`config.mk`:
```
export PLATFORM = sky130hd
export DESIGN_NAME = add_sub_extended_register_alu_top
export DESIGN_NICKNAME = d
export VERILOG_FILES = /design/src/hdl/asealu_pkg.sv /design/src/hdl/asealu_prep.sv /design/src/hdl/asealu_add_lo.sv /design/src/hdl/asealu_add_hi.sv /design/src/hdl/add_sub_extended_register_alu_top.sv
export SDC_FILE = /design/constraint.sdc
export NUM_CORES = 1
export LEC_CHECK = 0
export ABC_CLOCK_PERIOD_IN_PS = 7700
export BUFFER_PORTS_ARGS = -buffer_cell sky130_fd_sc_hd__buf_2
export CORE_UTILIZATION = 59
export CTS_CLUSTER_SIZE = 28
export DETAILED_ROUTE_END_ITERATION = 12
export GPL_TIMING_DRIVEN = 0
export PLACE_DENSITY = 0.81
export SLEW_MARGIN = 15
export SYNTH_ARGS = -nofsm -noshare
export SYNTH_HDL_FRONTEND = slang
export SYNTH_SLANG_ARGS = --single-unit
```
`constraint.sdc`:
```
create_clock -name clk_i -period 7.7 [get_ports clk_i]
set_input_delay 0 -clock clk_i [delete_from_list [all_inputs] [get_ports clk_i]]
set_output_delay 0 -clock clk_i [all_outputs]
set_load 0.1 [all_outputs]
```
`src/hdl/asealu_pkg.sv`:
```
package asealu_pkg;

  localparam int unsigned DataW = 64;
  localparam int unsigned HalfW = 32;
  localparam int unsigned FlagW = 4;
  localparam int unsigned KindW = 3;
  localparam int unsigned ShiftW = 3;

  typedef enum logic [1:0] {
    SZ_BYTE = 2'd0,
    SZ_HALF = 2'd1,
    SZ_WORD = 2'd2,
    SZ_DOUBLE = 2'd3
  } asealu_size_e;

  typedef enum logic {
    FUNC_ADD = 1'b0,
    FUNC_SUB = 1'b1
  } asealu_func_e;

  typedef struct packed {
    logic [DataW-1:0] a;
    logic [DataW-1:0] b;
    logic cin;
    logic wide;
    logic fw;
  } asealu_prep_t;

  typedef struct packed {
    logic [HalfW-1:0] a_hi;
    logic [HalfW-1:0] b_hi;
    logic [HalfW-1:0] lo_sum;
    logic lo_carry;
    logic lo_zero;
    logic lo_ovf;
    logic wide;
    logic fw;
  } asealu_lo_t;

  typedef struct packed {
    logic [DataW-1:0] res;
    logic [FlagW-1:0] nzcv;
    logic fw;
  } asealu_res_t;

endpackage

```
`src/hdl/asealu_prep.sv`:
```
module asealu_prep
  import asealu_pkg::*;
(
  input  logic clk_i,
  input  logic rst_ni,
  input  logic en_i,
  input  logic valid_i,
  input  logic func_i,
  input  logic [DataW-1:0] first_operand_i,
  input  logic [DataW-1:0] second_operand_i,
  input  logic [KindW-1:0] extend_kind_i,
  input  logic [ShiftW-1:0] shift_left_i,
  input  logic wide_mode_i,
  input  logic set_flags_i,
  output logic valid_o,
  output asealu_prep_t data_o
);

  logic valid_q;
  asealu_prep_t data_d, data_q;
  logic [DataW-1:0] ext;
  logic [DataW-1:0] shifted;
  logic sgn;
  logic sub;

  always_comb begin
    sgn = extend_kind_i[2];
    unique case (asealu_size_e'(extend_kind_i[1:0]))
      SZ_BYTE: ext = {{(DataW-8){sgn & second_operand_i[7]}}, second_operand_i[7:0]};
      SZ_HALF: ext = {{(DataW-16){sgn & second_operand_i[15]}}, second_operand_i[15:0]};
      SZ_WORD: ext = {{(DataW-32){sgn & second_operand_i[31]}}, second_operand_i[31:0]};
      SZ_DOUBLE: ext = second_operand_i;
      default: ext = second_operand_i;
    endcase
    shifted = ext << shift_left_i;
    sub = (asealu_func_e'(func_i) == FUNC_SUB);
    data_d.a = first_operand_i;
    data_d.b = sub ? ~shifted : shifted;
    data_d.cin = sub;
    data_d.wide = wide_mode_i;
    data_d.fw = set_flags_i;
  end

  always_ff @(posedge clk_i or negedge rst_ni) begin
    if (!rst_ni) begin
      valid_q <= 1'b0;
    end else if (en_i) begin
      valid_q <= valid_i;
    end
  end

  always_ff @(posedge clk_i) begin
    if (en_i && valid_i) begin
      data_q <= data_d;
    end
  end

  assign valid_o = valid_q;
  assign data_o = data_q;

endmodule

```
`src/hdl/asealu_add_lo.sv`:
```
module asealu_add_lo
  import asealu_pkg::*;
(
  input  logic clk_i,
  input  logic rst_ni,
  input  logic en_i,
  input  logic valid_i,
  input  asealu_prep_t data_i,
  output logic valid_o,
  output asealu_lo_t data_o
);

  logic valid_q;
  asealu_lo_t data_d, data_q;
  logic [HalfW:0] sum;

  always_comb begin
    sum = {1'b0, data_i.a[HalfW-1:0]} + {1'b0, data_i.b[HalfW-1:0]}
        + {{HalfW{1'b0}}, data_i.cin};
    data_d.a_hi = data_i.a[DataW-1:HalfW];
    data_d.b_hi = data_i.b[DataW-1:HalfW];
    data_d.lo_sum = sum[HalfW-1:0];
    data_d.lo_carry = sum[HalfW];
    data_d.lo_zero = (sum[HalfW-1:0] == '0);
    data_d.lo_ovf = (data_i.a[HalfW-1] ^ sum[HalfW-1]) & (data_i.b[HalfW-1] ^ sum[HalfW-1]);
    data_d.wide = data_i.wide;
    data_d.fw = data_i.fw;
  end

  always_ff @(posedge clk_i or negedge rst_ni) begin
    if (!rst_ni) begin
      valid_q <= 1'b0;
    end else if (en_i) begin
      valid_q <= valid_i;
    end
  end

  always_ff @(posedge clk_i) begin
    if (en_i && valid_i) begin
      data_q <= data_d;
    end
  end

  assign valid_o = valid_q;
  assign data_o = data_q;

endmodule

```
`src/hdl/asealu_add_hi.sv`:
```
module asealu_add_hi
  import asealu_pkg::*;
(
  input  logic clk_i,
  input  logic rst_ni,
  input  logic en_i,
  input  logic valid_i,
  input  asealu_lo_t data_i,
  output logic valid_o,
  output asealu_res_t data_o
);

  logic valid_q;
  asealu_res_t data_d, data_q;
  logic [HalfW:0] sum;
  logic ovf_hi;

  always_comb begin
    sum = {1'b0, data_i.a_hi} + {1'b0, data_i.b_hi} + {{HalfW{1'b0}}, data_i.lo_carry};
    ovf_hi = (data_i.a_hi[HalfW-1] ^ sum[HalfW-1]) & (data_i.b_hi[HalfW-1] ^ sum[HalfW-1]);
    if (data_i.wide) begin
      data_d.res = {sum[HalfW-1:0], data_i.lo_sum};
      data_d.nzcv = {sum[HalfW-1], data_i.lo_zero & (sum[HalfW-1:0] == '0),
                     sum[HalfW], ovf_hi};
    end else begin
      data_d.res = {{HalfW{1'b0}}, data_i.lo_sum};
      data_d.nzcv = {data_i.lo_sum[HalfW-1], data_i.lo_zero, data_i.lo_carry, data_i.lo_ovf};
    end
    data_d.fw = data_i.fw;
  end

  always_ff @(posedge clk_i or negedge rst_ni) begin
    if (!rst_ni) begin
      valid_q <= 1'b0;
    end else if (en_i) begin
      valid_q <= valid_i;
    end
  end

  always_ff @(posedge clk_i) begin
    if (en_i && valid_i) begin
      data_q <= data_d;
    end
  end

  assign valid_o = valid_q;
  assign data_o = data_q;

endmodule

```
`src/hdl/add_sub_extended_register_alu_top.sv`:
```
// Channel   Handshake                  Payload
// request   in_valid_i / in_stall_o    func, operands, extend, shift, width, set_flags
// result    out_valid_o / out_stall_i  result_value, flags_nzcv, flags_write
//
// Three register stages: an accepted request passes through the prep, low-add and
// high-add registers in that order before it shows as a valid result; one request per
// cycle is taken while the result side keeps up.
// Stages: operand extend and shift, low 32-bit add, high 32-bit add with flags.
// Reset clears the stage valid bits only.
// A stalled result holds the unbroken run of full stages behind it; stages behind a
// bubble still advance.
module add_sub_extended_register_alu_top
  import asealu_pkg::*;
(
  input  logic clk_i,
  input  logic rst_ni,
  input  logic in_valid_i,
  output logic in_stall_o,
  input  logic func_i,
  input  logic [DataW-1:0] first_operand_i,
  input  logic [DataW-1:0] second_operand_i,
  input  logic [KindW-1:0] extend_kind_i,
  input  logic [ShiftW-1:0] shift_left_i,
  input  logic wide_mode_i,
  input  logic set_flags_i,
  output logic out_valid_o,
  input  logic out_stall_i,
  output logic [DataW-1:0] result_value_o,
  output logic [FlagW-1:0] flags_nzcv_o,
  output logic flags_write_o
);

  logic en1, en2, en3;
  logic v1, v2, v3;
  asealu_prep_t s1;
  asealu_lo_t s2;
  asealu_res_t s3;

  assign en3 = !v3 || !out_stall_i;
  assign en2 = !v2 || en3;
  assign en1 = !v1 || en2;
  assign in_stall_o = !en1;

  asealu_prep u_prep (
    .clk_i,
    .rst_ni,
    .en_i(en1),
    .valid_i(in_valid_i),
    .func_i,
    .first_operand_i,
    .second_operand_i,
    .extend_kind_i,
    .shift_left_i,
    .wide_mode_i,
    .set_flags_i,
    .valid_o(v1),
    .data_o(s1)
  );

  asealu_add_lo u_add_lo (
    .clk_i,
    .rst_ni,
    .en_i(en2),
    .valid_i(v1),
    .data_i(s1),
    .valid_o(v2),
    .data_o(s2)
  );

  asealu_add_hi u_add_hi (
    .clk_i,
    .rst_ni,
    .en_i(en3),
    .valid_i(v2),
    .data_i(s2),
    .valid_o(v3),
    .data_o(s3)
  );

  assign out_valid_o = v3;
  assign result_value_o = s3.res;
  assign flags_nzcv_o = s3.nzcv;
  assign flags_write_o = s3.fw;

  a_stall_full: assert property (@(posedge clk_i) disable iff (!rst_ni)
    in_stall_o |-> (v1 && v2 && v3 && out_stall_i))
    else $error("request stalled with an empty stage");

  a_zero_flag: assert property (@(posedge clk_i) disable iff (!rst_ni)
    out_valid_o |-> (flags_nzcv_o[2] == (result_value_o == '0)))
    else $error("zero flag disagrees with result");

  a_drain: assert property (@(posedge clk_i) disable iff (!rst_ni)
    (v2 && !out_stall_i) |=> v3)
    else $error("item lost between add stages");

endmodule

```
==> After elaboration in Yosys (flattened, before gate mapping) <==
Index checks and enable logic that the tools add are counted.
{ "op_classes": {"add_sub_neg": 4, "eq_ne": 3, "shifts": 1, "mux": 3, "bitwise_logic": 11, "reduce_logical": 14} }
{ "ops": {"columns": ["op", "n"], "rows": [
  ["case mux 64 bit (4 select lines)", 1],
  ["adder 32 x 32 -> 33 bit", 2],
  ["adder 33 x 1 -> 33 bit", 2],
  ["logical NOT 32 bit", 2],
  ["2-to-1 mux 64 bit", 1],
  ["inverter 64 bit", 1],
  ["left shift 64 x 3 -> 64 bit", 1],
  ["bitwise AND 1 bit", 6],
  ["logical NOT 1 bit", 5],
  ["equality test 2 bit (second input constant)", 2],
  ["2-to-1 mux 4 bit", 1],
  ["bitwise XOR 1 bit", 4],
  ["logical AND 1 bit", 3],
  ["logical OR 1 bit", 3],
  ["equality test 2 x 1 -> 1 bit (second input constant)", 1],
  ["logical NOT 2 bit", 1]
]} }
{ "totals": {"ff_bits": 304, "in_bits": 141, "out_inout_bits": 71, "wordCells": 56} }

==> Longest topological paths before layout <==
{ "logic_depth": {"ltp_word": 5, "mapped_depth": 14, "ltp_nobuf": 14} }

==> Cells and area by module <==
Synthesis repeated with hierarchy kept, for this count alone.
{ "hier_totals": {"cells_unflattened": 1353, "hier_area_um2": 16829.9} }
{ "by_module_without_submodules": {"columns": ["module", "n_inst", "cells_per_inst", "area_per_inst_um2", "seq_area_each_um2"], "rows": [
  ["asealu_prep", 1, 563, 7369.6, 3958.8],
  ["asealu_add_lo", 1, 397, 5149.9, 3057.9],
  ["asealu_add_hi", 1, 389, 4286.6, 2097.0],
  ["add_sub_extended_register_alu_top", 1, 4, 23.8, 0.0]
]} }

==> Worst setup path after synthesis <==
Ideal clock, no wire load.
{ "synth_timing": {"path_type": "flip-flop to flip-flop", "from": "register u_add_hi.valid_q, in the netlist u_add_hi.valid_o", "to": "register u_add_hi.data_q (netlist bit u_add_hi.data_o[0]) (enable)", "setup_time_ps": 601, "t_arrival_ps": 5911, "t_required_ps": 7099, "path_slack_ps": 1188, "path_stages_with_launch": 2, "path_buffers": 0, "period_less_slack_ps": 6512, "path_cell_list": "dfrtp_1 > a21boi_0"} }
{ "synth_via": {"elab_chain_len": 3} }
{ "synth_lines": {"columns": ["element", "line", "text"], "rows": [
  ["start, declared", "asealu_add_hi.sv:13", "logic valid_q;"],
  ["start signal, assigned", "asealu_add_hi.sv:36", "valid_q <= valid_i;"],
  ["logical NOT 1 bit", "add_sub_extended_register_alu_top.sv:39", "assign en3 = !v3 || !out_stall_i;"],
  ["logical OR 1 bit", "add_sub_extended_register_alu_top.sv:39", null],
  ["logical AND 1 bit", "asealu_add_hi.sv:41", "if (en_i && valid_i) begin"],
  ["end signal, assigned", "asealu_add_hi.sv:42", "data_q <= data_d;"],
  ["end, declared", "asealu_add_hi.sv:14", "asealu_res_t data_d, data_q;"]
]} }
Every way passes these cells.
A chain may end at the register's enable or synchronous reset.

==> results list <==
- Crit path launch type: flip-flop
- The clock reaches the later pin of the worst-skew pair after between 0.5 and 0.6 ns.
* Die span in y: ~170 um
* Dominant cells by area after synthesis: edfxtp_1, mux2i_1, ha_1
- Clk buf depth: 3
- Detailed placer's ending HPWL: roughly 29000 um
- Static timing analysis puts the maximum clock frequency at roughly 240 MHz.
- Part of the total power dissipated in the clock network: about 29%
- Overall Global Routing Usage: a little over a quarter
- Row generation in the floorplan step produced 60 rows.
- Of the total power, the share spent switching nets is between 30% and 40%.
- Largest vdd supply drop: approximately 190 uV
- Avg Synthesized Cell Area: 12.1 um^2
- In this run the power density over the cells is between 200 and 300 mW/mm^2.
* DRC Markers: 0
- Initial Util: 60.0%
- Beginning of the worst register-to-register path: u_add_lo.data_o[4]
- From synthesis to final layout, the design area changed by 21.1%.
- Counting distinct cell types in the post-synthesis netlist gives 68.
- Post-CTS timing repair inserted 0 buffers for setup.
- Clock transition at path regs: ~0.060 ns
* Routed length on met1: 17600 um
- For this run the aggregate overflow at the end of global routing stands at 0.
* Sequential share of the synthesized area: between 50% and 60%
* Post-place instance area: ~0.018 mm^2
* Hold depth: 4
- Critical Path End Type: flip-flop
- The critical path starts at u_add_lo.data_o[4].
- Required time worst endpoint: approximately 8.1 ns
- The first detailed-routing pass took 5 iterations.
- TritonCTS built the clock tree.
- Worst r2r path cells: 11
- The routed design uses roughly 17000 um of met2 wire.
- Measured against its own limit, the worst slew margin works out to between 30% and 40%.
* Number of global-route vias before repair: approximately 11000
* Run status: finished, final reports clean
* First-pass GRT wire length: ~59000 um
* Drt initial violations: roughly 1000
- The count of buffers added on input and output ports is 208.
- The core region is roughly 0.027 mm^2.
- Syn Std Cell Area: 0.0162 mm^2
* Leak Pwr: between 7 and 8 nW
* Width of the die: approximately 170 um
- The final number of hold-violating endpoints was 0.
- Of all nets on the critical path, the largest fanout is 4.
- The smallest clock period supported by the final layout is computed as 4.20 ns.
- The share of total power dissipated in sequential elements is 41.2%.
- Fraction of layout instances using a drive strength above 1: around a fifth
- In this run, synthesis inferred 301 flip-flops with an integrated enable.
- After detailed routing, no signal wire sits above met4.
* Min-delay src: second_operand_i[1]
- Arrival @ worst endpoint: ~4.6 ns
* WL final: between 30000 and 40000 um
- The number of antenna violations at the first check in global routing came to 3.
- Across the routed clock network, the largest skew measured is between 0.008 and 0.009 ns.
- For the pin with the worst max-slew slack, the measured transition is between 0.9 and 1 ns.
* Number of buffers created by CTS: 30
* Fraction of the cycle the final worst path needs: a little over half
- Final routed wire length divided by cell count: between 15 and 20 um
- Total of flip-flops plus latches after synthesis: ~300
- Final weighted congestion in routability-driven placement: about 0.97
- Warnings, synthesis: 0
- The die covers about 0.028 mm^2.
- Vias: 11700
* Boundary Pins: roughly 210
* Yosys top cell by area: edfxtp_1
- Combinational share of power: 30.0%
- Cells after synthesis: 1334
* Maximum number of pins on one net before global-route repair: 62
* HP Class: input port to flip-flop
* Proportion of netlist area held by the largest area contributor: between 50% and 60%
* Number of setup violations in the final report: 0
* Vias per std cell: slightly below 6
- The final layout contains between 1500 and 2000 nets.
- In this run the remaining antenna-violating nets after routing total 0.
- H-tree depth reported by CTS: 1
* Top FF cell, synth: edfxtp_1
- Clock net sink count: around 300
- After detailed routing, the met3 layer carries 2700 um of wire.
- Synth async-reset ratio: less than 1%
- Max-cap violations in this run came to 0.
- Design Area, Final: roughly 0.02 mm^2
- Pins Over Slew Limit: 0
- Path type of the worst setup path: flip-flop to flip-flop
* Total power consumption of the routed design: around 5.3 mW
- The internal portion of the total power is approximately 3.5 mW.
- Setup repair after global routing left no endpoint under its margin.
* Net switching power of the design: ~1.8 mW
* Clk root buf: clkbuf_16
- Post-Syn Nets: approximately 1500
sequential cells by signal, indices dropped and copies added (netlist names):
signal,count
u_prep.valid_o,1
u_add_lo.valid_o,1
u_prep.data_o,131
u_add_hi.valid_o,1
u_add_lo.data_o,101
u_add_hi.data_o,69
cell type report:
type	count	area, um^2
Antenna cell	3	7.51
Clock inverter	21	273
Inverter	32	120
Timing Repair Buffer	287	1930
Clock buffer	35	769
Tap cell	341	427
Multi-Input combinational cell	937	6720
Sequential cell	304	9110
Buffer	61	240
Fill cell	1860	7350
through the flow:
| stage | setup TNS, ns | utilization, % | hold WS (ns) | worst slack, ns | cells |
|---|---|---|---|---|---|
| after global placement | -16.41 | 65.5 | -0.205 | -0.250 | 1883 |
| final | 0 | 72.7 | 0.0873 | 3.50 | 2021 |
| after floorplan | 0 | - | -0.296 | 1.19 | 1334 |
| after detailed placement | 0 | 66.1 | -0.202 | 3.57 | 1889 |
| after global routing | 0 | 72.7 | 0.105 | 3.21 | 2021 |
| after CTS | 0 | 72.7 | 0.0627 | 3.57 | 2018 |
layout by cell type (no fill, tap or decap), types with 13 or more instances in the layout:
cell type / instances
dlygate4sd3_1: 73
mux2_2: 33
nand2_1: 99
buf_1: 14
a21oi_1: 101
nor3_1: 19
clkbuf_1: 51
xnor2_1: 66
o21ai_0: 79
buf_2: 208
nor2b_1: 20
clkbuf_16: 30
nand4_1: 13
a21o_1: 22
inv_1: 32
o211ai_1: 15
nor2_1: 71
and2_1: 29
mux2i_1: 109
ha_1: 62
nand3_1: 16
edfxtp_1: 301
xor2_1: 50
synth_stat cells, drive strengths merged, types with 3 or more instances:
master / n
edfxtp: 301
o31ai: 6
a21o: 23
and3: 3
xnor2: 66
and2: 31
fa: 4
nor2b: 20
nand2: 99
o21ai: 80
clkbuf: 46
a22o: 3
or2: 4
a211oi: 9
mux2: 33
o21bai: 8
o22ai: 6
or3: 5
o211ai: 15
nand3: 17
nand2b: 8
a21boi: 4
o21a: 11
nand3b: 3
nand4: 14
xor2: 50
nor3: 19
mux2i: 109
dfrtp: 3
nor2: 71
a31oi: 8
buf: 15
ha: 62
a22oi: 5
nor4: 7
inv: 32
a21oi: 101
or4: 7
routing by layer:
layer	vias to the layer above	GRT usage, %
li1	5630	-
met1	5495	38.8
met2	466	42.3
met3	81	4.35
met4	0	10.8
met5	-	0
what timing repair did:
action                     in CTS  in global routing
resized for setup               0                  0
hold endpoints to repair      114                  0
setup endpoints to repair       0                  0
hold buffers                   73                  0
final timing paths:
| kind | slack, ns | endpoint |
|---|---|---|
| min in group asynchronous | 0.30 | u_add_lo.valid_o |
| max | 3.50 | u_add_hi.data_o[3] |
| max reg2reg | 3.50 | u_add_hi.data_o[3] |
| min reg2reg | 0.41 | u_add_lo.data_o[68] |
| max in group asynchronous | 7.26 | u_prep.valid_o |
| min | 0.09 | u_prep.data_o[8] |
worst max-delay path, stage by stage (launching register included):
cell	delay, ns
edfxtp_1	0.45
fa_1	0.49
a211oi_1	0.38
o21ai_0	0.26
a21boi_0	0.46
a21oi_1	0.31
nor4_1	0.37
o31ai_1	0.13
a21oi_1	0.22
xnor2_1	0.20
or4_1	0.55
o21ai_0	0.21
cells by family (layout without fill, tap and decap cells):
kind of cell / after synthesis / count (layout) / share of synthesized area [%]
AO/OA/AOI/OAI: 297 / 297 / 11.2
other: 0 / 3 / 0
XOR/XNOR: 116 / 116 / 6.28
adder cells (fa/ha/maj): 66 / 66 / 5.29
buffers and inverters: 93 / 436 / 2.23
multiplexers: 142 / 142 / 9.04
flip-flops: 304 / 304 / 56.3
AND/OR/NAND/NOR: 316 / 316 / 9.66
power groups by stage:
| stage | logic (mW) | clock network [mW] | registers [mW] |
|---|---|---|---|
| 2_1_floorplan | 0.762 | 0 | 2.64 |
| 3_3_place_gp | 1.49 | 0 | 2.24 |
| 3_5_place_dp | 1.54 | 0 | 2.21 |
| 4_1_cts | 1.57 | 1.54 | 2.18 |
| 5_1_grt | 1.70 | 1.60 | 2.20 |
| 6_report | 1.59 | 1.52 | 2.18 |
Power figures use the tool's default switching activity.
